**src/rtl/pcc_pkg.sv**
```systemverilog
`default_nettype none

package pcc_pkg;

  localparam int unsigned ArityW = 3;
  localparam int unsigned TableW = 32;
  localparam int unsigned MaxArityDefault = 5;

  typedef struct packed {
    logic linear;
    logic monotone;
    logic self_dual;
    logic one;
    logic zero;
  } flags_t;

endpackage

`default_nettype wire

```
**src/rtl/pcc_intf.sv**
```systemverilog
`default_nettype none

interface pcc_in_if;
  import pcc_pkg::*;

  logic              valid;
  logic              ready;
  logic [ArityW-1:0] arity;
  logic [TableW-1:0] truth_table;
  logic              last_in_set;

  modport source (output valid, output arity, output truth_table, output last_in_set,
                  input ready);
  modport sink (input valid, input arity, input truth_table, input last_in_set,
                output ready);
endinterface

interface pcc_out_if;
  logic valid;
  logic ready;
  logic escapes_zero;
  logic escapes_one;
  logic escapes_self_dual;
  logic escapes_monotone;
  logic escapes_linear;
  logic complete;

  modport source (output valid, output escapes_zero, output escapes_one,
                  output escapes_self_dual, output escapes_monotone,
                  output escapes_linear, output complete, input ready);
  modport sink (input valid, input escapes_zero, input escapes_one,
                input escapes_self_dual, input escapes_monotone,
                input escapes_linear, input complete, output ready);
endinterface

`default_nettype wire

```
**src/rtl/pcc_classify.sv**
```systemverilog
`default_nettype none

module pcc_classify import pcc_pkg::*; #(
  parameter int unsigned MaxArity = MaxArityDefault
) (
  input  logic [ArityW-1:0] arity_i,
  input  logic [TableW-1:0] truth_table_i,
  output flags_t            flags_o
);

  localparam int unsigned TableBits = 1 << MaxArity;
  localparam int unsigned SelW = (MaxArity > 1) ? $clog2(MaxArity + 1) : 1;

  logic [ArityW-1:0]    n;
  logic [TableBits-1:0] tbl_raw;
  logic [TableBits-1:0] tbl;
  logic [MaxArity:0]    one_esc;
  logic [MaxArity:0]    sd_esc;
  logic                 mono;
  logic [TableBits-1:0] anf [MaxArity+1];
  logic [TableBits-1:0] high_deg;

  assign n = (arity_i > ArityW'(MaxArity)) ? ArityW'(MaxArity) : arity_i;

  for (genvar i = 0; i < TableBits; i++) begin : g_raw
    if (i < TableW) begin : g_in
      assign tbl_raw[i] = truth_table_i[i];
    end else begin : g_pad
      assign tbl_raw[i] = 1'b0;
    end
  end

  always_comb begin
    for (int i = 0; i < TableBits; i++) begin
      tbl[i] = tbl_raw[i] & ((i >> n) == 0);
    end
  end

  // Each arity has fixed corner and complement positions; the live one is selected.
  for (genvar m = 0; m <= MaxArity; m++) begin : g_arity
    localparam int unsigned Full = (1 << m) - 1;
    logic [Full:0] hit;
    for (genvar i = 0; i <= Full; i++) begin : g_pair
      assign hit[i] = tbl[i] ~^ tbl[Full ^ i];
    end
    assign sd_esc[m]  = |hit;
    assign one_esc[m] = ~tbl[Full];
  end

  always_comb begin
    mono = 1'b0;
    for (int k = 0; k < MaxArity; k++) begin
      for (int i = 0; i < TableBits; i++) begin
        if ((((i >> k) & 1) == 0) && (k < n)) begin
          mono = mono | (tbl[i] & ~tbl[i | (1 << k)]);
        end
      end
    end
  end

  // Moebius transform, one stage per variable; stages beyond the arity pass through.
  assign anf[0] = tbl;
  for (genvar k = 0; k < MaxArity; k++) begin : g_stage
    for (genvar i = 0; i < TableBits; i++) begin : g_bit
      if (((i >> k) & 1) == 1) begin : g_xor
        assign anf[k+1][i] = anf[k][i] ^ (anf[k][i ^ (1 << k)] & (n > ArityW'(k)));
      end else begin : g_keep
        assign anf[k+1][i] = anf[k][i];
      end
    end
  end

  for (genvar i = 0; i < TableBits; i++) begin : g_deg
    if ((i & (i - 1)) != 0) begin : g_multi
      assign high_deg[i] = anf[MaxArity][i];
    end else begin : g_single
      assign high_deg[i] = 1'b0;
    end
  end

  assign flags_o.zero      = tbl[0];
  assign flags_o.one       = one_esc[n[SelW-1:0]];
  assign flags_o.self_dual = sd_esc[n[SelW-1:0]];
  assign flags_o.monotone  = mono;
  assign flags_o.linear    = |high_deg;

endmodule

`default_nettype wire

```
**src/rtl/post_completeness_checker_core.sv**
```systemverilog
// Post completeness checker.
// Boolean functions arrive one word at a time on in_i: an arity, a truth table
// whose bit i is f(i), and a flag that marks the last function of a set. For
// every word accepted, one word leaves on out_o with the five sticky escape
// flags (zero-preserving, one-preserving, self-dual, monotone, linear) as they
// stand after that function, and complete, which is high when all five are set.
// The flags clear after the word marked last has been taken into account.
// Each word passes through one input register, the classification logic, then
// the result register that also holds the sticky flags; out_o.valid comes from
// the result register.
// A new word is accepted every cycle while results flow.
// When the receiver stalls, the result register holds its word and the input
// register still takes one more word; after that in_i.ready falls until the
// result is taken. Arities above MaxArity are treated as MaxArity.
// Reset clears both valid bits and the sticky flags.
`default_nettype none

module post_completeness_checker_core import pcc_pkg::*; #(
  parameter int unsigned MaxArity = MaxArityDefault
) (
  input  wire             clk_i,
  input  wire             rst_ni,
  pcc_in_if.sink          in_i,
  pcc_out_if.source       out_o
);

  logic              s1_valid_q, s1_valid_d;
  logic [ArityW-1:0] s1_arity_q;
  logic [TableW-1:0] s1_table_q;
  logic              s1_last_q;
  flags_t            sticky_q, sticky_d;
  logic              out_valid_q, out_valid_d;
  flags_t            out_flags_q;
  flags_t            cls;
  flags_t            merged;
  logic              out_free;
  logic              advance;
  logic              in_take;

  pcc_classify #(
    .MaxArity (MaxArity)
  ) u_classify (
    .arity_i       (s1_arity_q),
    .truth_table_i (s1_table_q),
    .flags_o       (cls)
  );

  assign merged   = sticky_q | cls;
  assign out_free = ~out_valid_q | out_o.ready;
  assign advance  = s1_valid_q & out_free;
  assign in_take  = in_i.valid & in_i.ready;

  assign in_i.ready = ~s1_valid_q | out_free;

  always_comb begin
    s1_valid_d  = s1_valid_q;
    out_valid_d = out_valid_q;
    sticky_d    = sticky_q;
    if (advance) begin
      s1_valid_d = 1'b0;
      sticky_d   = s1_last_q ? '0 : merged;
    end
    if (in_take) begin
      s1_valid_d = 1'b1;
    end
    if (out_free) begin
      out_valid_d = s1_valid_q;
    end
  end

  always_ff @(posedge clk_i or negedge rst_ni) begin
    if (!rst_ni) begin
      s1_valid_q  <= 1'b0;
      out_valid_q <= 1'b0;
      sticky_q    <= '0;
    end else begin
      s1_valid_q  <= s1_valid_d;
      out_valid_q <= out_valid_d;
      sticky_q    <= sticky_d;
    end
  end

  always_ff @(posedge clk_i) begin
    if (in_take) begin
      s1_arity_q <= in_i.arity;
      s1_table_q <= in_i.truth_table;
      s1_last_q  <= in_i.last_in_set;
    end
    if (advance) begin
      out_flags_q <= merged;
    end
  end

  assign out_o.valid             = out_valid_q;
  assign out_o.escapes_zero      = out_flags_q.zero;
  assign out_o.escapes_one       = out_flags_q.one;
  assign out_o.escapes_self_dual = out_flags_q.self_dual;
  assign out_o.escapes_monotone  = out_flags_q.monotone;
  assign out_o.escapes_linear    = out_flags_q.linear;
  assign out_o.complete          = &out_flags_q;

endmodule

`default_nettype wire
```
**src/flat_wrapper.sv**
```systemverilog
// flat-port wrapper written by rule: the top's interface ports become plain ports
module post_completeness_checker_core_flat import pcc_pkg::*;
#(
  parameter int unsigned MaxArity = MaxArityDefault
)
  (clk_i, rst_ni, in_i_valid, in_i_arity, in_i_truth_table, in_i_last_in_set, in_i_ready, out_o_valid, out_o_escapes_zero, out_o_escapes_one, out_o_escapes_self_dual, out_o_escapes_monotone, out_o_escapes_linear, out_o_complete, out_o_ready);
  pcc_in_if in_i_i ();
  pcc_out_if out_o_i ();
  input  wire clk_i;
  input  wire rst_ni;
  input wire logic [$bits(in_i_i.valid)-1:0] in_i_valid;
  input wire logic [$bits(in_i_i.arity)-1:0] in_i_arity;
  input wire logic [$bits(in_i_i.truth_table)-1:0] in_i_truth_table;
  input wire logic [$bits(in_i_i.last_in_set)-1:0] in_i_last_in_set;
  output wire logic [$bits(in_i_i.ready)-1:0] in_i_ready;
  output wire logic [$bits(out_o_i.valid)-1:0] out_o_valid;
  output wire logic [$bits(out_o_i.escapes_zero)-1:0] out_o_escapes_zero;
  output wire logic [$bits(out_o_i.escapes_one)-1:0] out_o_escapes_one;
  output wire logic [$bits(out_o_i.escapes_self_dual)-1:0] out_o_escapes_self_dual;
  output wire logic [$bits(out_o_i.escapes_monotone)-1:0] out_o_escapes_monotone;
  output wire logic [$bits(out_o_i.escapes_linear)-1:0] out_o_escapes_linear;
  output wire logic [$bits(out_o_i.complete)-1:0] out_o_complete;
  input wire logic [$bits(out_o_i.ready)-1:0] out_o_ready;
  assign in_i_i.valid = in_i_valid;
  assign in_i_i.arity = in_i_arity;
  assign in_i_i.truth_table = in_i_truth_table;
  assign in_i_i.last_in_set = in_i_last_in_set;
  assign in_i_ready = in_i_i.ready;
  assign out_o_valid = out_o_i.valid;
  assign out_o_escapes_zero = out_o_i.escapes_zero;
  assign out_o_escapes_one = out_o_i.escapes_one;
  assign out_o_escapes_self_dual = out_o_i.escapes_self_dual;
  assign out_o_escapes_monotone = out_o_i.escapes_monotone;
  assign out_o_escapes_linear = out_o_i.escapes_linear;
  assign out_o_complete = out_o_i.complete;
  assign out_o_i.ready = out_o_ready;
  post_completeness_checker_core #(.MaxArity(MaxArity)) u_core (.clk_i(clk_i), .rst_ni(rst_ni), .in_i(in_i_i), .out_o(out_o_i));
endmodule
```
**config.mk**
```make
export PLATFORM = sky130hd
export DESIGN_NAME = post_completeness_checker_core_flat
export DESIGN_NICKNAME = d
export VERILOG_FILES = /design/src/rtl/pcc_pkg.sv /design/src/rtl/pcc_intf.sv /design/src/rtl/pcc_classify.sv /design/src/rtl/post_completeness_checker_core.sv /design/src/flat_wrapper.sv
export SDC_FILE = /design/constraint.sdc
export NUM_CORES = 1
export LEC_CHECK = 0
export BUFFER_PORTS_ARGS = -buffer_cell sky130_fd_sc_hd__buf_2
export CAP_MARGIN = 20
export CORE_MARGIN = 2
export CORE_UTILIZATION = 60
export CTS_BUF_LIST = sky130_fd_sc_hd__clkbuf_4
export DETAILED_ROUTE_END_ITERATION = 8
export PLACE_DENSITY = 0.94
export SLEW_MARGIN = 20
export SYNTH_ARGS = -nofsm -noshare
export SYNTH_HDL_FRONTEND = slang
export SYNTH_SLANG_ARGS = --single-unit
```
**constraint.sdc**
```tcl
create_clock -name clk_i -period 3.9 [get_ports clk_i]
set_clock_uncertainty 0.1 [all_clocks]
set_input_delay 0.78 -clock clk_i [delete_from_list [all_inputs] [get_ports clk_i]]
set_output_delay 0.78 -clock clk_i [all_outputs]
set_load 0.01 [all_outputs]
```
* Word level (Yosys, flattened, before mapping)
Cells that the tools add are included.
Word-level totals: register bits 48, latch bits 0, bits in writable memories 0, bits in read-only memories 0, output and inout bits 8, memories 0
Cells by class: $add $sub $neg 0, multiply operators 0, divide/modulo/power cells 0, order comparisons 12, equal/unequal tests 0, shift-type cells 32, mux-type cells 88, bitwise operators 419, reductions and logical operators 39
Operators with widths (number):
- logical NOT 32 bit | 32
- >> shifter 5 x 3 -> 32 bit, first input constant | 16
- >> shifter 4 x 3 -> 32 bit, first input constant | 8
- AND 1 bit | 193
- >> shifter 3 x 3 -> 32 bit, first input constant | 4
- two-way mux 1 bit | 84
- bitwise OR 1 bit | 81
- bitwise XOR 1 bit | 79
- >> shifter 1 x 3 -> 32 bit, first input constant | 2
- >> shifter 2 x 3 -> 32 bit, first input constant | 2
- inverter 1 bit | 34
- XNOR 1 bit | 31
- OR reduction 26 bit | 1
- OR reduction 16 bit | 1
- OR reduction 8 bit | 1
- binary-select mux 1 bit (select 3 bit) | 2
- greater-than comparator 3 x 1 -> 1 bit, second input constant | 2
- greater-than comparator 3 x 2 -> 1 bit, second input constant | 2
- greater-than comparator 3 bit, second input constant | 2
- < comparator 1 x 3 -> 1 bit, first input constant | 2
- < comparator 2 x 3 -> 1 bit, first input constant | 2
- two-way mux 5 bit | 1
- bitwise OR 5 bit | 1
- AND reduction 5 bit | 1
- other kinds (6) | 6

* Logic depth before layout (Yosys ltp)
Gate-level depths: netlist of the first run.
word-level depth 168, gate-level depth with buffers 14, gate-level depth less buffers 10

* Hierarchy
Synthesis of the first run repeated with hierarchy kept, for this count alone.
Second synthesis, totals: cell total of the unflattened synthesis 446, area total of the unflattened synthesis 3987.6 um^2
Modules (own cells, without submodules):
- pcc_classify | instances 1, cells an instance 373, area an instance 2421.1 um^2, sequential area each 0.0 um^2
- post_completeness_checker_core | instances 1, cells an instance 73, area an instance 1566.5 um^2, sequential area each 1406.3 um^2

* Worst setup path after synthesis of the first run
Ideal clock, no wire load.
kind register to register, from register u_core.s1_arity_q[2], to register u_core.sticky_q[4] (netlist name), library setup time 0.134 ns, data arrival time 3.088 ns, data required time 3.666 ns, setup slack 0.578 ns, stages on the path, launching flop included 15, buffers on the path 5, cell sequence edfxtp_1 > buf_4 > buf_4 > buf_4 > buf_2 > and2_1 > ha_1 > buf_2 > or3b_2 > a21oi_1 > o31ai_1 > a221oi_2 > o2111ai_1 > nor4bb_1 > a21oi_1
Between the ends: word-level cells in the longest chain between the ends 18, elaborated cells between the ends (all ways) 264
Ends and longest elaborated chain:
- from (decl) | line post_completeness_checker_core.sv:28 | logic [ArityW-1:0] s1_arity_q;
- from (signal assigned) | line post_completeness_checker_core.sv:85 | s1_arity_q <= in_i.arity;
- greater-than comparator 3 bit | line pcc_classify.sv:23 | assign n = (arity_i > ArityW'(MaxArity)) ? ArityW'(MaxArity) : arity_i;
- two-way mux 3 bit * | line pcc_classify.sv:23
- parallel branches: the longest is 13 deep, another holds >> shifter 5 x 3 -> 32 bit
- OR reduction 26 bit * | line pcc_classify.sv:85 | assign flags_o.linear = |high_deg;
- bitwise OR 5 bit * | line post_completeness_checker_core.sv:48 | assign merged = sticky_q | cls;
- two-way mux 5 bit * | line post_completeness_checker_core.sv:61 | sticky_d = s1_last_q ? '0 : merged;
- to (signal assigned) | line post_completeness_checker_core.sv:79 | sticky_q <= sticky_d;
- to (decl) | line post_completeness_checker_core.sv:31 | flags_t sticky_q, sticky_d;
Every way passes the cells marked *. A chain may end at the register's enable or synchronous reset.

* Worst setup path in the final report of the first run
from register u_core.s1_table_q[8], to register u_core.sticky_q[4] (netlist name)
Between the ends: word-level cells in the longest chain between the ends 13, elaborated cells between the ends (all ways) 42
Ends and longest elaborated chain:
- from (decl) | line post_completeness_checker_core.sv:29 | logic [TableW-1:0] s1_table_q;
- from (signal assigned) | line post_completeness_checker_core.sv:86 | s1_table_q <= in_i.truth_table;
- AND 1 bit * | line pcc_classify.sv:35 | tbl[i] = tbl_raw[i] & ((i >> n) == 0);
- AND 1 bit | line pcc_classify.sv:66 | assign anf[k+1][i] = anf[k][i] ^ (anf[k][i ^ (1 << k)] & (n > ArityW'(k)));
- bitwise XOR 1 bit | line pcc_classify.sv:66
- AND 1 bit | line pcc_classify.sv:66
- bitwise XOR 1 bit | line pcc_classify.sv:66
- AND 1 bit | line pcc_classify.sv:66
- bitwise XOR 1 bit (2 in series) | line pcc_classify.sv:66
- AND 1 bit | line pcc_classify.sv:66
- bitwise XOR 1 bit | line pcc_classify.sv:66
- OR reduction 26 bit * | line pcc_classify.sv:85
- bitwise OR 5 bit * | line post_completeness_checker_core.sv:48
- two-way mux 5 bit * | line post_completeness_checker_core.sv:61
Mark *: on every way between the ends. The rest lies on a longest branch, timed or not.

==> flow_metrics.tcl, run 1 <==
set metrics [dict create \
    seq_area_frac_synth 0.3548 \
    reg2reg_depth 9 \
    yosysTopAreaCell "edfxtp_1" \
    drt-pass1-iter-count 5 \
    drv_slew 0 \
    vdd_drop_max_mv 0.2089 \
    final_cell_mix "51 x xnor2_1, 47 x buf_2, 41 x edfxtp_1" \
    slew-limit-headroom 0.3449 \
    worstSetupStartpointType "flop" \
    place_congestion 1.020 \
    hold_class "primary input to asynchronous set/reset pin" \
    grt_use_total 0.3173 \
    ctsLongestPathBuffers 2 \
    routedWlPerCell_um 21.59 \
    start_util 0.6207 \
    area_growth_pct 6.660 \
    holdBufCountCts 0 \
    rsz0062_at_grt "false" \
    clock.fmax_ghz 0.3162 \
    r2r-start "u_core.s1_table_q[8]" \
    die_h_um 85.28 \
    synth-main-ff-cell "edfxtp_1" \
    tritoncts "yes" \
    cp-end-kind "flop" \
    ys_warn_count 0 \
    status "finished, final reports clean" \
    arrival_ns 3.32 \
    grt_overflow 0 \
    async_flop_share 0.1458 \
    critical_path.endpoint "u_core.sticky_q[4]" \
    holdWs_ns 0.09934 \
    finalWorstSetupSlack_ns 0.7378 \
    clk_latency_ns 0.37 \
    ys_ff_latch 48 \
    path_clk_slew_ns 0.16 \
    num_rows 29 \
    syn_area_mm2 0.003964 \
    ff2ff_setup_slack_ns 0.74 \
    cts.sinks 48 \
    cp.required_ns 4.05 \
    numCtsBuffers 5 \
    io_pins 48 \
    seqCellArea_mm2 0.001406 \
    r2r-end "u_core.sticky_q[4]" \
    worst_pin_slew_ns 0.9761 \
    multi_input_area_mm2 0.002260 \
    fillers 532 \
    fin_crit_ns 3.162 \
    root_buffer "clkbuf_4" \
    synth_enable_flop_cells 41 \
    drive_above_1_share 0.1741 \
    hold_violations 0 \
    htree_levels 2 \
    path_max_fanout 11 \
    syn_inst 422 \
    core_area_mm2 0.006386 \
    vias 3556 \
    synth_top_area_frac 0.3106 \
    antenna_found_initial 0 \
    dieArea_mm2 0.007273 \
    nNetsFinal 495 \
    synth_fp_nets 470 \
    period_share 0.8108 \
    fin_setup_tns_ns 0 \
    drc_errors 0 \
    grt_max_degree 37 \
    setup_viol 0 \
    wl_um 11330 \
    final_common_cell "xnor2_1" \
    synth_cell_types 69 \
    num_antenna_cells 0 \
    dpl_cell_area_mm2 0.004167 \
    critPathLaunch "u_core.s1_table_q[8]" \
    dp_slack_ns 0.7777 \
    die_width_um 85.28 \
    final_area_mm2 0.004228 \
    cts_setup_buffers 0 \
    power_density_mw_per_mm2 330.8 \
    avgSynthCellArea_um2 9.393 \
    grt_pass1_vias 3374 \
    cap_violations 0 \
    drt_iter0_drc 491 \
    cts_resized 0 \
    port_buffers 47 \
    dp_hpwl_um 8510 \
    vias_per_cell 6.773 \
    synthTopCellsByArea "edfxtp_1 31%, xnor2_1 11%, xor2_1 5.1%" \
    critical_path_class "flop to flop" \
    grt_pass1_wl_um 17820 \
    antenna_left 0 \
    power_leakage_nw 1.593 \
]
[report_power, final]
part           leakage, nW  internal [W]  switching (W)  total, W
clock network       0.0363     0.0000868       0.000163  0.000250
logic                 1.09      0.000215       0.000248  0.000464
registers            0.468      0.000605      0.0000802  0.000685
[stage by stage]
step           utilization  instances  power [W]
6_report            0.6620        525   0.001399
5_1_grt             0.6620        525   0.001458
4_1_cts             0.6620        525   0.001394
3_5_place_dp        0.6524        517   0.001146
3_3_place_gp        0.6524        517   0.001136
2_1_floorplan            -        422   0.001025
[sequential cells by signal, summed over array words and instances, names as in the netlist]
register and flops:
u_core.s1_table_q 32, u_core.sticky_q 5, u_core.s1_arity_q 3, u_core.out_o.escapes_linear 1
u_core.out_o.escapes_monotone 1, u_core.out_o.escapes_one 1, u_core.out_o.escapes_self_dual 1, u_core.out_o.escapes_zero 1
u_core.out_o.valid 1, u_core.s1_last_q 1, u_core.s1_valid_q 1
[worst min-delay path by stage]
| stage | depth (start not counted) | slack (ns) | startpoint | endpoint |
|---|---|---|---|---|
| floorplan | 1 | 0.34 | u_core.s1_last_q | u_core.sticky_q[0] |
| global placement | 1 | 0.37 | u_core.s1_valid_q | u_core.out_o.valid |
| detailed placement | 1 | 0.37 | u_core.s1_valid_q | u_core.out_o.valid |
| CTS | 1 | 0.11 | rst_ni | u_core.sticky_q[4] |
| global route | 1 | 0.10 | rst_ni | u_core.sticky_q[4] |
| finish | 1 | 0.1 | rst_ni | u_core.sticky_q[4] |
[cell type report]
type | instances | area share
Sequential cell | 48 | 0.3326
Clock buffer | 7 | 0.01243
Inverter | 25 | 0.02220
Timing Repair Buffer | 57 | 0.07339
Tap cell | 77 | 0.02279
Multi-Input combinational cell | 310 | 0.5345
Clock inverter | 1 | 0.002072
[worst max-delay path, stage by stage, from the launching register on]
cell	delay [ns]
edfxtp_1	0.51
and2_1	0.25
ha_1	0.56
xnor3_1	0.41
or3_1	0.33
and3_1	0.18
a221oi_2	0.17
o2111ai_1	0.17
nor4bb_1	0.29
a21oi_1	0.10
[metal layers]
| metal | vias up | track usage | wire (um) |
|---|---|---|---|
| met3 | 59 | 0.05156 | 1076 |
| li1 | 1601 | - | - |
| met4 | 0 | 0.1082 | 489 |
| met2 | 242 | 0.5241 | 5210 |
| met1 | 1654 | 0.4247 | 4557 |
| met5 | - | 0 | 0 |
[cell usage after synthesis, types with 4 or more instances]
cell	number
a21oi_1	21
a221oi_1	5
a22o_1	7
and3_1	4
buf_2	16
buf_4	8
clkbuf_1	14
dfrtp_1	7
edfxtp_1	41
ha_1	8
inv_1	24
nand2_1	21
nand2b_1	8
nand3_1	10
nand4_1	4
nor2_1	22
nor3_1	9
nor4_1	5
o2111ai_1	8
o21ai_0	15
o22ai_1	13
or3_1	6
xnor2_1	51
xor2_1	23
[logic make-up (layout without fill, tap and decap cells)]
group | after synthesis | count (layout) | share of synthesized area
DFF | 48 | 48 | 0.3548
muxes | 4 | 4 | 0.01389
buffers and inverters | 64 | 90 | 0.07513
AOI/OAI and AO/OA | 113 | 113 | 0.2090
adders and majority gates | 8 | 8 | 0.02525
xor gates and xnor gates | 76 | 76 | 0.1761
and+or+nand+nor | 109 | 109 | 0.1458
Note: power is estimated with default switching activity, not from simulation.
==> inputs of run 2 (changes only) <==
--- a/config.mk
+++ b/config.mk
@@ -5,13 +5,14 @@
 export SDC_FILE = /design/constraint.sdc
 export NUM_CORES = 1
 export LEC_CHECK = 0
+export ABC_AREA = 1
 export BUFFER_PORTS_ARGS = -buffer_cell sky130_fd_sc_hd__buf_2
 export CAP_MARGIN = 20
 export CORE_MARGIN = 2
 export CORE_UTILIZATION = 60
 export CTS_BUF_LIST = sky130_fd_sc_hd__clkbuf_4
 export DETAILED_ROUTE_END_ITERATION = 8
-export PLACE_DENSITY = 0.94
+export PLACE_DENSITY = 0.93
 export SLEW_MARGIN = 20
 export SYNTH_ARGS = -nofsm -noshare
 export SYNTH_HDL_FRONTEND = slang
==> constraint.sdc (replaced) <==
create_clock -name clk_i -period 3.3 [get_ports clk_i]
set_clock_uncertainty 0.1 [all_clocks]
set_input_delay 0.66 -clock clk_i [delete_from_list [all_inputs] [get_ports clk_i]]
set_output_delay 0.66 -clock clk_i [all_outputs]
set_load 0.01 [all_outputs]
==> flow_metrics.tcl, run 2 <==
set metrics [dict create \
    syn_area_mm2 0.004403 \
    worstSetupStartpointType "flop" \
    synth.most_common_cell "nand2_1" \
    numCtsBuffers 5 \
    synth-main-ff-cell "edfxtp_1" \
    dieArea_mm2 0.008040 \
    synth_fp_nets 703 \
    core_area_mm2 0.007176 \
    htree_levels 2 \
    vias 4985 \
    start_util 0.6136 \
    finish.utilization 0.6799 \
    die_width_um 89.67 \
    io_pins 48 \
    place_congestion 1.157 \
    reg.largest.list "u_core.s1_table_q x32, u_core.sticky_q x5, u_core.s1_arity_q x3" \
    slowest_stage "edfxtp_1" \
    num_rows 31 \
    antenna_left 0 \
    setup_viol 0 \
    avgSynthCellArea_um2 6.722 \
    cap_violations 0 \
    status "finished, final reports clean" \
    ys_ff_latch 48 \
    grt_pass1_vias 4424 \
    swShare 0.4278 \
    cp_slowest_stage_delay_ns 0.39 \
    drt_iter0_drc 797 \
    synth_top_area_frac 0.2796 \
    drt-pass1-iter-count 6 \
    routedWlPerCell_um 17.86 \
    nNetsFinal 764 \
    root_buffer "clkbuf_4" \
    synth_enable_flop_cells 41 \
    power_leakage_nw 2.480 \
    grt_use_total 0.3697 \
    synthTopCellsByArea "edfxtp_1 28%, nand2_1 21%, nand3_1 7.8%" \
    critical_path_class "flop to flop" \
    path_clk_slew_ns 0.15 \
    dp_hpwl_um 11400 \
    p_int_w 0.001082 \
    final_cell_mix "244 x nand2_1, 69 x nand3_1, 67 x inv_1" \
    period_share 0.8910 \
    synth_cell_types 50 \
    hold_violations 0 \
    worst-path-buf-inv 5 \
    final_common_cell "nand2_1" \
    fin_crit_ns 2.940 \
    cts.sinks 48 \
    top_register "u_core.s1_table_q" \
    yosysTopAreaCell "edfxtp_1" \
    cp-end-kind "flop" \
    netlist_top_cells_count "244 x nand2_1, 69 x nand3_1, 67 x inv_1" \
    clock.fmax_ghz 0.3401 \
    wl_um 14570 \
    vias_per_cell 6.109 \
    power_frac_comb 0.425 \
    port_buffers 47 \
    drc_errors 0 \
    worst_pin_slew_ns 0.4993 \
    hold_class "primary input to flop" \
    rsz0062_at_grt "false" \
    syn_inst 655 \
    tritoncts "yes" \
    slew-limit-headroom 0.6659 \
    seq_area_frac_synth 0.3194 \
    critPathTopFamily "simple AND/OR/NAND/NOR gates" \
    power_switching_w 0.0008087 \
    cts_resized 0 \
    fin_setup_tns_ns 0 \
    finalNonFillerCells 816 \
    cp_cell_sequence "buf_4, buf_4, buf_4, nand2_1, inv_1, ha_1, nor2_1, xor2_1, or2_2, nand2_1, inv_1, nand2_1, nand2_1, nor2_1, nand2_1, or2_1" \
    ys_warn_count 0 \
    power_frac_clock 0.154 \
    die_h_um 89.67 \
    largest_reg_flops 32 \
    placed_cells 802 \
    grt_max_degree 37 \
    seqPwrFrac 0.421 \
    area_growth_pct 10.80 \
    drv_slew 0 \
    grt_pass1_wl_um 22090 \
    fillers 650 \
    cp.required_ns 3.36 \
    drive_above_1_share 0.1618 \
    async_flop_share 0.1458 \
    crit_top_cell "nand2_1" \
    grt_overflow 0 \
    power_density_mw_per_mm2 387.5 \
    path_max_fanout 11 \
    antenna_found_initial 0 \
    clk_latency_ns 0.38 \
    num_antenna_cells 0 \
    ctsLongestPathBuffers 2 \
    arrival_ns 3.00 \
    vdd_drop_max_mv 0.2619 \
]
run 2: changes by cell type after synthesis, moves of 16 or more:
cell,change
inv_1,+43
nand2_1,+223
nand2_2,+16
nand3_1,+59
nor2_1,+29
xnor2_1,-48
run 2: worst reg2reg max path, stage by stage, from the launching register on:
cell and delay (ns):
edfxtp_1 0.39, buf_4 0.19, buf_4 0.15, buf_4 0.16, nand2_1 0.08, inv_1 0.10, ha_1 0.35, nor2_1 0.19
xor2_1 0.12, or2_2 0.30, nand2_1 0.08, inv_1 0.04, nand2_1 0.06, nand2_1 0.05, nor2_1 0.08, nand2_1 0.06
or2_1 0.22
run 2: final timing paths:
| check | depth (start not counted) | startpoint | slack (ns) | endpoint |
|---|---|---|---|---|
| worst min register to register | 2 | u_core.sticky_q[3] | 0.43 | u_core.sticky_q[3] |
| max in group asynchronous | 2 | rst_ni | 2.41 | u_core.sticky_q[1] |
| min in group asynchronous | 2 | rst_ni | 0.53 | u_core.out_o.valid |
| worst max register to register | 16 | u_core.s1_arity_q[2] | 0.36 | u_core.out_o.escapes_linear |
| worst max-delay path | 16 | u_core.s1_arity_q[2] | 0.36 | u_core.out_o.escapes_linear |
| worst min-delay path | 1 | in_i_truth_table[10] | 0.34 | u_core.s1_table_q[10] |
run 2: area by class of cell:
cell class,count,area [um^2],area share
timing repair buffer,70,410.4,0.08412
sequential,48,1406,0.2883
inverter,69,259.0,0.05309
clock inverter,3,21.27,0.004360
multi-input combinational,522,2620,0.5371
clock buffer,5,37.54,0.007694
tap,99,123.9,0.02539
run 2: layer usage:
metal	track usage	up-vias	share of wire
met5	0	-	0
met4	0.1764	0	0.047
met3	0.1033	89	0.13
met2	0.5628	397	0.45
met1	0.4859	2201	0.38
li1	-	2298	-
run 2: cell families (layout without fill, tap and decap cells):
family | after synthesis | after routing | share of synthesized area
AOI/OAI and AO/OA | 81 | 81 | 0.1159
xor gates and xnor gates | 15 | 15 | 0.03154
adders and majority gates | 8 | 8 | 0.02273
buffers and inverters | 85 | 147 | 0.08554
DFF | 48 | 48 | 0.3194
and+or+nand+nor | 418 | 418 | 0.4248
run 2: through the flow:
step | power (W) | area (um^2) | setup slack, ns | hold WS (ns)
global route | 0.002001 | 4878 | 0.1854 | 0.3210
floorplan | 0.001342 | 4403 | 0.5086 | 0.2644
detailed placement | 0.001563 | 4772 | 0.3640 | 0.3803
finish | 0.001890 | 4878 | 0.3597 | 0.3395
global placement | 0.001544 | 4772 | 0.4218 | 0.3717
CTS | 0.001851 | 4841 | 0.3398 | 0.3268
run 2: power groups by stage:
stage / Clock [W] / Combinational, W / Sequential [W]
6_report: 0.000291 / 0.000803 / 0.000796
3_5_place_dp: 0 / 0.000756 / 0.000807
2_1_floorplan: 0 / 0.000559 / 0.000783
5_1_grt: 0.000318 / 0.000883 / 0.000800
3_3_place_gp: 0 / 0.000739 / 0.000805
4_1_cts: 0.000298 / 0.000760 / 0.000794
run 2: repair_timing:
action                                  4_1_cts  5_1_grt
endpoints found under the hold margin         7        0
hold buffers                                  1        0
setup buffers                                 0        5
endpoints found under the setup margin        0        1
